File: src/rtl/mch_pkg.sv
`timescale 1ns / 1ps
// ----------------------------------------------------------------------------
// mch_pkg
// Shared constants for the compass heading CORDIC: datapath widths, angle
// units and the arctangent table.
// ----------------------------------------------------------------------------
package mch_pkg;

   // input count width and guard bits added below the binary point
   localparam int IN_W       = 16;
   localparam int GUARD_BITS = 24;

   // x/y datapath: 17-bit magnitude after the half-plane fold, guard bits,
   // plus headroom for the CORDIC gain of about 1.65 on a diagonal vector
   localparam int DATA_W = 43;

   // angle accumulator in units of 2^-20 degree, range about -100..280 degrees
   localparam int ANG_FRAC = 20;
   localparam int ANG_W    = 30;

   // heading output width
   localparam int OUT_W = 15;

   // number of table entries, and so the most iterations that can run
   localparam int TABLE_LEN = 24;

   // 180 and 360 degrees in accumulator units
   localparam logic signed [ANG_W-1:0] HALF_TURN = 30'sd188743680;
   localparam logic signed [ANG_W-1:0] FULL_TURN = 30'sd377487360;

   // atan(2^-i) in accumulator units, rounded to nearest
   localparam logic signed [ANG_W-1:0] ATAN_TAB [TABLE_LEN] = '{
      30'sd47185920, 30'sd27855475, 30'sd14718068, 30'sd7471121,
      30'sd3750058,  30'sd1876857,  30'sd938658,   30'sd469357,
      30'sd234682,   30'sd117342,   30'sd58671,    30'sd29335,
      30'sd14668,    30'sd7334,     30'sd3667,     30'sd1833,
      30'sd917,      30'sd458,      30'sd229,      30'sd115,
      30'sd57,       30'sd29,       30'sd14,       30'sd7
   };

   // one CORDIC pipeline stage payload
   typedef struct packed {
      logic                     zero;
      logic signed [DATA_W-1:0] x;
      logic signed [DATA_W-1:0] y;
      logic signed [ANG_W-1:0]  z;
   } stage_type;

endpackage

File: src/rtl/magnetometer_compass_heading.sv
`timescale 1ns / 1ps
// ----------------------------------------------------------------------------
// magnetometer_compass_heading
// Compass heading atan2(Y, X) in [0, 360) degrees from one X/Y magnetometer
// reading, by a fully pipelined CORDIC in vectoring mode.
// ----------------------------------------------------------------------------
//
//  channel   ports                                  direction  flow control
//  -------   -------------------------------------  ---------  ----------------
//  request   start, busy, req_mag_x, req_mag_y      in         start && !busy
//  response  rsp_valid, rsp_heading_deg             out        one-cycle strobe
//
//  One reading enters per cycle; busy stays low, the pipeline never stalls.
//  The pipeline has one fold stage, one stage per micro-rotation, an angle
//  wrap stage and a rounding stage that doubles as the output register.
//  Reset clears only the valid bits; payload registers are not reset.
//  The receiver cannot hold off a response beat; each is shown for one cycle.
//
module magnetometer_compass_heading #(
   parameter int CORDIC_STEPS = 16,
   parameter int FRAC_BITS    = 6
) (
   input  logic                                clock,
   input  logic                                reset,
   input  logic                                start,
   output logic                                busy,
   input  logic signed [mch_pkg::IN_W-1:0]     req_mag_x,
   input  logic signed [mch_pkg::IN_W-1:0]     req_mag_y,
   output logic                                rsp_valid,
   output logic        [mch_pkg::OUT_W-1:0]    rsp_heading_deg
);

   localparam int NSTEP = (CORDIC_STEPS < mch_pkg::TABLE_LEN) ?
                          CORDIC_STEPS : mch_pkg::TABLE_LEN;
   localparam int MAG_W     = mch_pkg::IN_W + 1;
   localparam int RND_SHIFT = mch_pkg::ANG_FRAC - FRAC_BITS;
   localparam int FULL_OUT  = 360 << FRAC_BITS;
   localparam logic [mch_pkg::ANG_W-1:0] ROUND_ADD =
      mch_pkg::ANG_W'(1) << (RND_SHIFT - 1);
   localparam logic [mch_pkg::ANG_W-1:0] FULL_OUT_V = mch_pkg::ANG_W'(FULL_OUT);
   localparam bit OUT_FITS = (FULL_OUT <= (1 << mch_pkg::OUT_W));

   // stage registers: index 0 holds the folded input, index i the result
   // of i micro-rotations
   logic                vld_ff [NSTEP+1];
   mch_pkg::stage_type  stg_ff [NSTEP+1];

   logic                        wrap_vld_ff;
   logic                        wrap_zero_ff;
   logic [mch_pkg::ANG_W-1:0]   wrap_ff;
   logic                        rsp_valid_ff;
   logic [mch_pkg::OUT_W-1:0]   rsp_heading_ff;

   logic                        accept;
   logic signed [MAG_W-1:0]     mx;
   logic signed [MAG_W-1:0]     my;
   logic                        neg;
   mch_pkg::stage_type          stg0_in;

   assign busy   = 1'b0;
   assign accept = start && !busy;

   // fold into the right half plane: if x is negative, negate both axes and add 180 degrees
   always_comb begin
      mx = {req_mag_x[mch_pkg::IN_W-1], req_mag_x};
      my = {req_mag_y[mch_pkg::IN_W-1], req_mag_y};
      neg = mx[MAG_W-1];
      if (neg) begin
         mx = -mx;
         my = -my;
      end
      stg0_in.zero = (req_mag_x == '0) && (req_mag_y == '0);
      stg0_in.x    = {{(mch_pkg::DATA_W-MAG_W){mx[MAG_W-1]}}, mx} <<< mch_pkg::GUARD_BITS;
      stg0_in.y    = {{(mch_pkg::DATA_W-MAG_W){my[MAG_W-1]}}, my} <<< mch_pkg::GUARD_BITS;
      stg0_in.z    = neg ? mch_pkg::HALF_TURN : '0;
   end

   // fold stage register
   always_ff @(posedge clock) begin
      if (reset) begin
         vld_ff[0] <= 1'b0;
      end else begin
         vld_ff[0] <= accept;
      end
      stg_ff[0] <= stg0_in;
   end

   // one micro-rotation per stage, driving y toward zero
   for (genvar i = 0; i < NSTEP; i++) begin : g_rot
      mch_pkg::stage_type rot_in;

      always_comb begin
         rot_in.zero = stg_ff[i].zero;
         if (!stg_ff[i].y[mch_pkg::DATA_W-1]) begin
            rot_in.x = stg_ff[i].x + (stg_ff[i].y >>> i);
            rot_in.y = stg_ff[i].y - (stg_ff[i].x >>> i);
            rot_in.z = stg_ff[i].z + mch_pkg::ATAN_TAB[i];
         end else begin
            rot_in.x = stg_ff[i].x - (stg_ff[i].y >>> i);
            rot_in.y = stg_ff[i].y + (stg_ff[i].x >>> i);
            rot_in.z = stg_ff[i].z - mch_pkg::ATAN_TAB[i];
         end
      end

      always_ff @(posedge clock) begin
         if (reset) begin
            vld_ff[i+1] <= 1'b0;
         end else begin
            vld_ff[i+1] <= vld_ff[i];
         end
         stg_ff[i+1] <= rot_in;
      end
   end

   // wrap the angle into [0, 360)
   logic signed [mch_pkg::ANG_W-1:0] z_last;
   logic signed [mch_pkg::ANG_W-1:0] wrap_in;

   always_comb begin
      z_last = stg_ff[NSTEP].z;
      priority if (z_last < 0) begin
         wrap_in = z_last + mch_pkg::FULL_TURN;
      end else if (z_last >= mch_pkg::FULL_TURN) begin
         wrap_in = z_last - mch_pkg::FULL_TURN;
      end else begin
         wrap_in = z_last;
      end
   end

   always_ff @(posedge clock) begin
      if (reset) begin
         wrap_vld_ff <= 1'b0;
      end else begin
         wrap_vld_ff <= vld_ff[NSTEP];
      end
      wrap_zero_ff <= stg_ff[NSTEP].zero;
      wrap_ff      <= wrap_in;
   end

   // round half up to the output fraction, 360 wraps to 0
   logic [mch_pkg::ANG_W-1:0] rnd_sum;
   logic [mch_pkg::ANG_W-1:0] rnd_val;
   logic [mch_pkg::OUT_W-1:0] heading_in;

   always_comb begin
      rnd_sum = (wrap_ff + ROUND_ADD) >> RND_SHIFT;
      if (rnd_sum >= FULL_OUT_V) begin
         rnd_val = rnd_sum - FULL_OUT_V;
      end else begin
         rnd_val = rnd_sum;
      end
      heading_in = wrap_zero_ff ? '0 : rnd_val[mch_pkg::OUT_W-1:0];
   end

   always_ff @(posedge clock) begin
      if (reset) begin
         rsp_valid_ff <= 1'b0;
      end else begin
         rsp_valid_ff <= wrap_vld_ff;
      end
      rsp_heading_ff <= heading_in;
   end

   assign rsp_valid       = rsp_valid_ff;
   assign rsp_heading_deg = rsp_heading_ff;

   // folded vector always lies in the right half plane
   a_fold_right: assert property (@(posedge clock) disable iff (reset)
      vld_ff[0] |-> !stg_ff[0].x[mch_pkg::DATA_W-1])
      else $error("folded x is negative");

   // after the rotations a nonzero vector ends on the positive x axis
   a_rot_xpos: assert property (@(posedge clock) disable iff (reset)
      (vld_ff[NSTEP] && !stg_ff[NSTEP].zero) |-> (stg_ff[NSTEP].x > 0))
      else $error("rotated x not positive");

   // wrapped angle lies in [0, 360)
   a_wrap_range: assert property (@(posedge clock) disable iff (reset)
      wrap_vld_ff |-> (wrap_ff < mch_pkg::FULL_TURN))
      else $error("wrapped angle out of range");

   // response beat follows a valid wrap stage and stays below a full turn
   a_rsp_range: assert property (@(posedge clock) disable iff (reset)
      (rsp_valid && OUT_FITS) |->
         ($past(wrap_vld_ff) && (32'(rsp_heading_deg) < FULL_OUT)))
      else $error("heading out of range");

endmodule
File: config.mk
export PLATFORM = sky130hd
export DESIGN_NAME = magnetometer_compass_heading
export DESIGN_NICKNAME = d
export VERILOG_FILES = /design/src/rtl/mch_pkg.sv /design/src/rtl/magnetometer_compass_heading.sv
export SDC_FILE = /design/constraint.sdc
export NUM_CORES = 2
export LEC_CHECK = 0
export BUFFER_PORTS_ARGS = -buffer_cell sky130_fd_sc_hd__buf_2
export CAP_MARGIN = 20
export CORE_MARGIN = 2
export CORE_UTILIZATION = 45
export CTS_CLUSTER_DIAMETER = 80
export CTS_CLUSTER_SIZE = 30
export DETAILED_ROUTE_END_ITERATION = 16
export SLEW_MARGIN = 5
export SYNTH_ARGS = -nofsm -noshare
export SYNTH_HDL_FRONTEND = slang
export SYNTH_SLANG_ARGS = --single-unit
File: constraint.sdc
create_clock -name clock -period 6.94 [get_ports clock]
set_clock_uncertainty 0.05 [all_clocks]
set_input_delay 0.347 -clock clock [delete_from_list [all_inputs] [get_ports clock]]
set_output_delay 0.347 -clock clock [all_outputs]
set_load 0.01 [all_outputs]
Yosys cells after proc, flatten, opt, wreduce, memory -nomap -nowiden
Memory sizes are Yosys's and may differ from the RTL's. A register that Yosys moved wholly into a read port is not among the register bits.
Cells that the tools add are included.
{ "classes": {"n_addsub": 101, "n_mul": 0, "div": 0, "order_cmp": 3, "eq_ne": 0, "shifts": 0, "muxes": 42, "n_bitwise": 17, "reduce_logical": 3} }
{ "op_table": {"columns": ["operator", "n"], "rows": [
  ["two-way mux 116 bit", 16],
  ["adder 43 x 28 -> 43 bit", 2],
  ["adder 43 x 29 -> 43 bit", 2],
  ["adder 43 x 30 -> 43 bit", 2],
  ["adder 43 x 31 -> 43 bit", 2],
  ["adder 43 x 32 -> 43 bit", 2],
  ["adder 43 x 33 -> 43 bit", 2],
  ["adder 43 x 34 -> 43 bit", 2],
  ["adder 43 x 35 -> 43 bit", 2],
  ["adder 43 x 36 -> 43 bit", 2],
  ["adder 43 x 37 -> 43 bit", 2],
  ["adder 43 x 38 -> 43 bit", 2],
  ["adder 43 x 39 -> 43 bit", 2],
  ["adder 43 x 40 -> 43 bit", 2],
  ["adder 43 x 41 -> 43 bit", 2],
  ["adder 43 x 42 -> 43 bit", 2],
  ["subtractor 43 x 28 -> 43 bit", 2],
  ["subtractor 43 x 29 -> 43 bit", 2],
  ["subtractor 43 x 30 -> 43 bit", 2],
  ["subtractor 43 x 31 -> 43 bit", 2],
  ["subtractor 43 x 32 -> 43 bit", 2],
  ["subtractor 43 x 33 -> 43 bit", 2],
  ["subtractor 43 x 34 -> 43 bit", 2],
  ["subtractor 43 x 35 -> 43 bit", 2],
  ["other kinds (56)", 104]
]} }
{ "word_totals": {"regBits": 47, "latch_bits": 0, "ramBits": 2006, "mem_bits_ro": 0, "in_bits": 35, "mem_count": 2} }
{ "memory_table": {"columns": ["memory", "depth", "width", "rd", "rd_clocked_by_memory_dff", "wr", "line_no", "source"], "rows": [
  ["stg_ff", 17, 117, 17, 0, 17, "magnetometer_compass_heading.sv:46", "mch_pkg::stage_type stg_ff [NSTEP+1];"],
  ["vld_ff", 17, 1, 17, 1, 17, "magnetometer_compass_heading.sv:45", "logic vld_ff [NSTEP+1];"]
]} }

Longest topological paths before layout
An unclocked memory read counts as a cell.
{ "logic_depth": {"word_depth": 4, "mapped_depth": 27} }

Least setup slack after synthesis
Ideal clock, no wire load.
{ "synth_path": {"kind": "register to register", "startpoint": "memory stg_ff[0][1489] (netlist name)", "endpoint": "memory stg_ff[0][1592] (netlist name)", "setup_ns": 0.072, "arrival_time_ns": 5.160, "t_required_ns": 6.818, "setup_slack_ns": 1.658, "stages_incl_launch_ff": 24, "path_buffers": 0, "synth_period_minus_slack_ns": 5.282, "path_cell_list": "dfxtp_1 -> inv_1 -> ha_1 -> nor3b_1 -> nor3b_1 -> nand2_1 -> nor4_1 -> a21oi_1 -> xor2_1 -> ha_1 -> a21o_1 -> a21o_1 -> a21oi_1 -> o21ai_1 -> a21o_1 -> a21o_1 -> a221o_1 -> o311ai_2 -> o21ai_1 -> or3_4 -> a31oi_4 -> o21ai_1 -> a311oi_2 -> xnor2_1"} }
{ "synth_lines": {"columns": ["element", "line_no"], "rows": [
  ["from (decl)", "magnetometer_compass_heading.sv:46"]
]} }

==> impl_metrics.json <==
{
  "path_cells": "nor2_1 > nand2_1 > nor3_1 > nand2b_1 > nor3_1 > and3b_1 > and2_1 > nor4bb_1 > inv_1 > o21a_1 > xnor2_1 > ha_1 > a21oi_1 > o21ai_0 > a21o_1 > a21o_1 > a41oi_1 > o41ai_1 > and2_1 > o41ai_1 > a31oi_1",
  "holdWs_ns": 0.226,
  "cts.clk_slew.worst_paths_ns": 0.09,
  "h-tree-depth": 3,
  "grt_antenna_before_repair": 5,
  "syn_area_per_cell_sq_um": 8.41,
  "area_delta_synth_final_pct": 7.88,
  "first_iter_violations": 5533,
  "grt_max_degree": 67,
  "synth_async_sr_flop_share_pct": 0,
  "start_util_pct": 45.2,
  "cp_max_fo": 7,
  "hpwlAfterDp_mm": 236,
  "synth.area.top_cells": "dfxtp_1 27%, ha_1 17%, xnor2_1 9.8%",
  "synth_cells": 13000,
  "path_buf_inv": 1,
  "hold_viol": 0,
  "cp-start-kind": "flip-flop",
  "ys_seq_area_share_pct": 26.9,
  "tightest_slew_ns": 1.13,
  "core_sq_mm": 0.243,
  "synth_edf_count": 0,
  "yosysWarnings": 0,
  "cts.sinks": 1475,
  "status": "finished clean",
  "placement.io_buffers": 50,
  "ctsHoldBuffers": 57,
  "first_global_vias": 88800,
  "ant_nets": 0,
  "grt_usage_pct": 22.5,
  "cts_made_buffers": 110,
  "setup_viol": 0,
  "grt_pass1_wl_mm": 466,
  "num_rows": 181,
  "period_minus_slack_ns": 5.71,
  "cts_tree": "yes",
  "max_freq_mhz": 175,
  "globalplace.congestion": 0.944,
  "firstDrtPassIters": 7,
  "ys_ff_latch": 1475,
  "synth_flop_cell": "dfxtp_1",
  "setup_tns_ns": 0,
  "crit_type": "flip-flop to flip-flop",
  "synth_top_area_share_pct": 26.9,
  "synth.distinct_cells": 105,
  "maxSlewHeadroom_pct": 24.1,
  "dpl_cell_area_sq_mm": 0.113,
  "critPathTopFamily": "simple AND/OR/NAND/NOR gates",
  "critPathMaxStageDelay_ns": 0.57,
  "period_share_pct": 82.3,
  "routed_wl_mm": 290,
  "die_h_um": 498,
  "cts_buffer_depth": 3,
  "postCtsResizedCells": 0,
  "die_area_sq_mm": 0.248,
  "cp-end-kind": "flip-flop",
  "final_cells": 16400,
  "post-synth-top-area-cell": "dfxtp_1",
  "routedWlPerCell_um": 17.7,
  "dr_total_vias": 91500,
  "syn_area_sq_mm": 0.110,
  "drcViolationCount": 0,
  "via_per_inst": 5.58,
  "maxSlewViolCount": 0,
  "clkLatencyLatePin_ns": 0.78,
  "drive_gt1_share_pct": 3.51,
  "num-nets-final": 14600,
  "rsz0062_at_grt": "false",
  "hp-class": "input port to flip-flop",
  "pin_count": 52,
  "dp.cells": 16100,
  "stdcell_area_sq_mm": 0.118,
  "cp.arrival_ns": 6.29,
  "die_x_um": 498,
  "clockRootBuffer": "clkbuf_16",
  "worstPathRequired_ns": 7.52,
  "maxCapViolCount": 0,
  "crit_slowest_cell": "nor4bb_1",
  "grt_overflow_total": 0,
  "post-cts-setup-buffers": 0
}
-- flip-flops by register name, summed over array words and instances (netlist names) --
signal,cells
stg_ff,1423
wrap_vld_ff,1
rsp_valid,1
wrap_ff,17
rsp_heading_deg,15
vld_ff,17
wrap_zero_ff,1
-- cell usage after synthesis, types with 40 or more instances --
| master | number |
|---|---|
| nand4_1 | 125 |
| a21o_1 | 575 |
| nand2b_1 | 225 |
| o41ai_1 | 55 |
| o31ai_1 | 73 |
| o21bai_1 | 174 |
| o21a_1 | 175 |
| o211ai_1 | 47 |
| nor4_1 | 95 |
| o21ai_0 | 586 |
| dfxtp_1 | 1475 |
| and3_1 | 126 |
| ha_1 | 1452 |
| and2_1 | 99 |
| a31oi_1 | 146 |
| nor3_1 | 334 |
| or3_1 | 87 |
| or4_1 | 40 |
| clkbuf_1 | 162 |
| nor2b_1 | 248 |
| xor2_1 | 693 |
| nand2_1 | 653 |
| a211oi_1 | 78 |
| nand3_1 | 186 |
| inv_1 | 591 |
| a21boi_0 | 67 |
| a21oi_1 | 1352 |
| xnor2_1 | 1224 |
| or2_2 | 42 |
| nor2_1 | 1241 |
-- metrics by stage --
step / setup WS [ns] / util, %
final: 1.23 / 48.7
after global routing: 0.752 / 48.7
after CTS: 1.29 / 48.7
after detailed placement: 1.34 / 46.7
after global placement: 1.17 / 46.7
after floorplan: 1.66 / -
-- cell type report --
cell class	instances	area, sq um
fill	23300	124000
clock buffer	117	2840
antenna	3	7.51
inverter	598	2240
clock inverter	91	1440
tap	3202	4010
sequential	1475	29500
timing repair buffer	143	1100
multi-input combinational	10800	77100
-- cell families after synthesis --
logic type,Yosys count,share of synthesized area [%]
compound gates,3692,21.3
xor+xnor,1920,15.4
fa+ha+maj,1486,17.2
buf+inv,801,2.75
flops,1475,26.9
mux,54,0.533
other cells,1,0.00342
simple gates,3608,15.9
-- layer usage --
metal / GRT usage, % / routed length, um / up-vias / part of all wire, %
met1: 28.8 / 132000 / 42900 / 46
met2: 40.0 / 139000 / 1711 / 48
met3: 2.14 / 10100 / 392 / 3.5
met4: 6.20 / 8120 / 0 / 2.8
li1: - / - / 46500 / -
met5: 0 / 0 / - / 0
-- final timing paths --
check / slack, ns / start / depth (start not counted) / to
setup reg to reg: 1.23 / stg_ff[0][1330] / 21 / stg_ff[0][1519]
hold reg to reg: 0.28 / stg_ff[0][1754] / 0 / stg_ff[0][1871]
hold / removal: 0.23 / req_mag_x[0] / 2 / stg_ff[0][97]
setup / recovery: 1.23 / stg_ff[0][1330] / 21 / stg_ff[0][1519]
-- cell usage in the layout (no fill, tap or decap), drive strengths merged, types with 99 or more instances in the layout --
master,Yosys,layout
dfxtp,1475,1475
ha,1452,1452
a21oi,1358,1358
nor2,1241,1241
xnor2,1227,1227
xor2,693,693
nand2,653,653
inv,591,645
o21ai,619,619
a21o,575,575
nor3,335,335
nor2b,249,249
nand2b,225,225
nand3,186,186
o21a,176,176
o21bai,174,174
a31oi,147,147
and3,127,127
nand4,125,125
clkbuf,162,118
and2,99,99
Power is left out: the tool's default activity adds up to more than one toggle a clock period on the data nets, which glitch-free logic cannot reach.
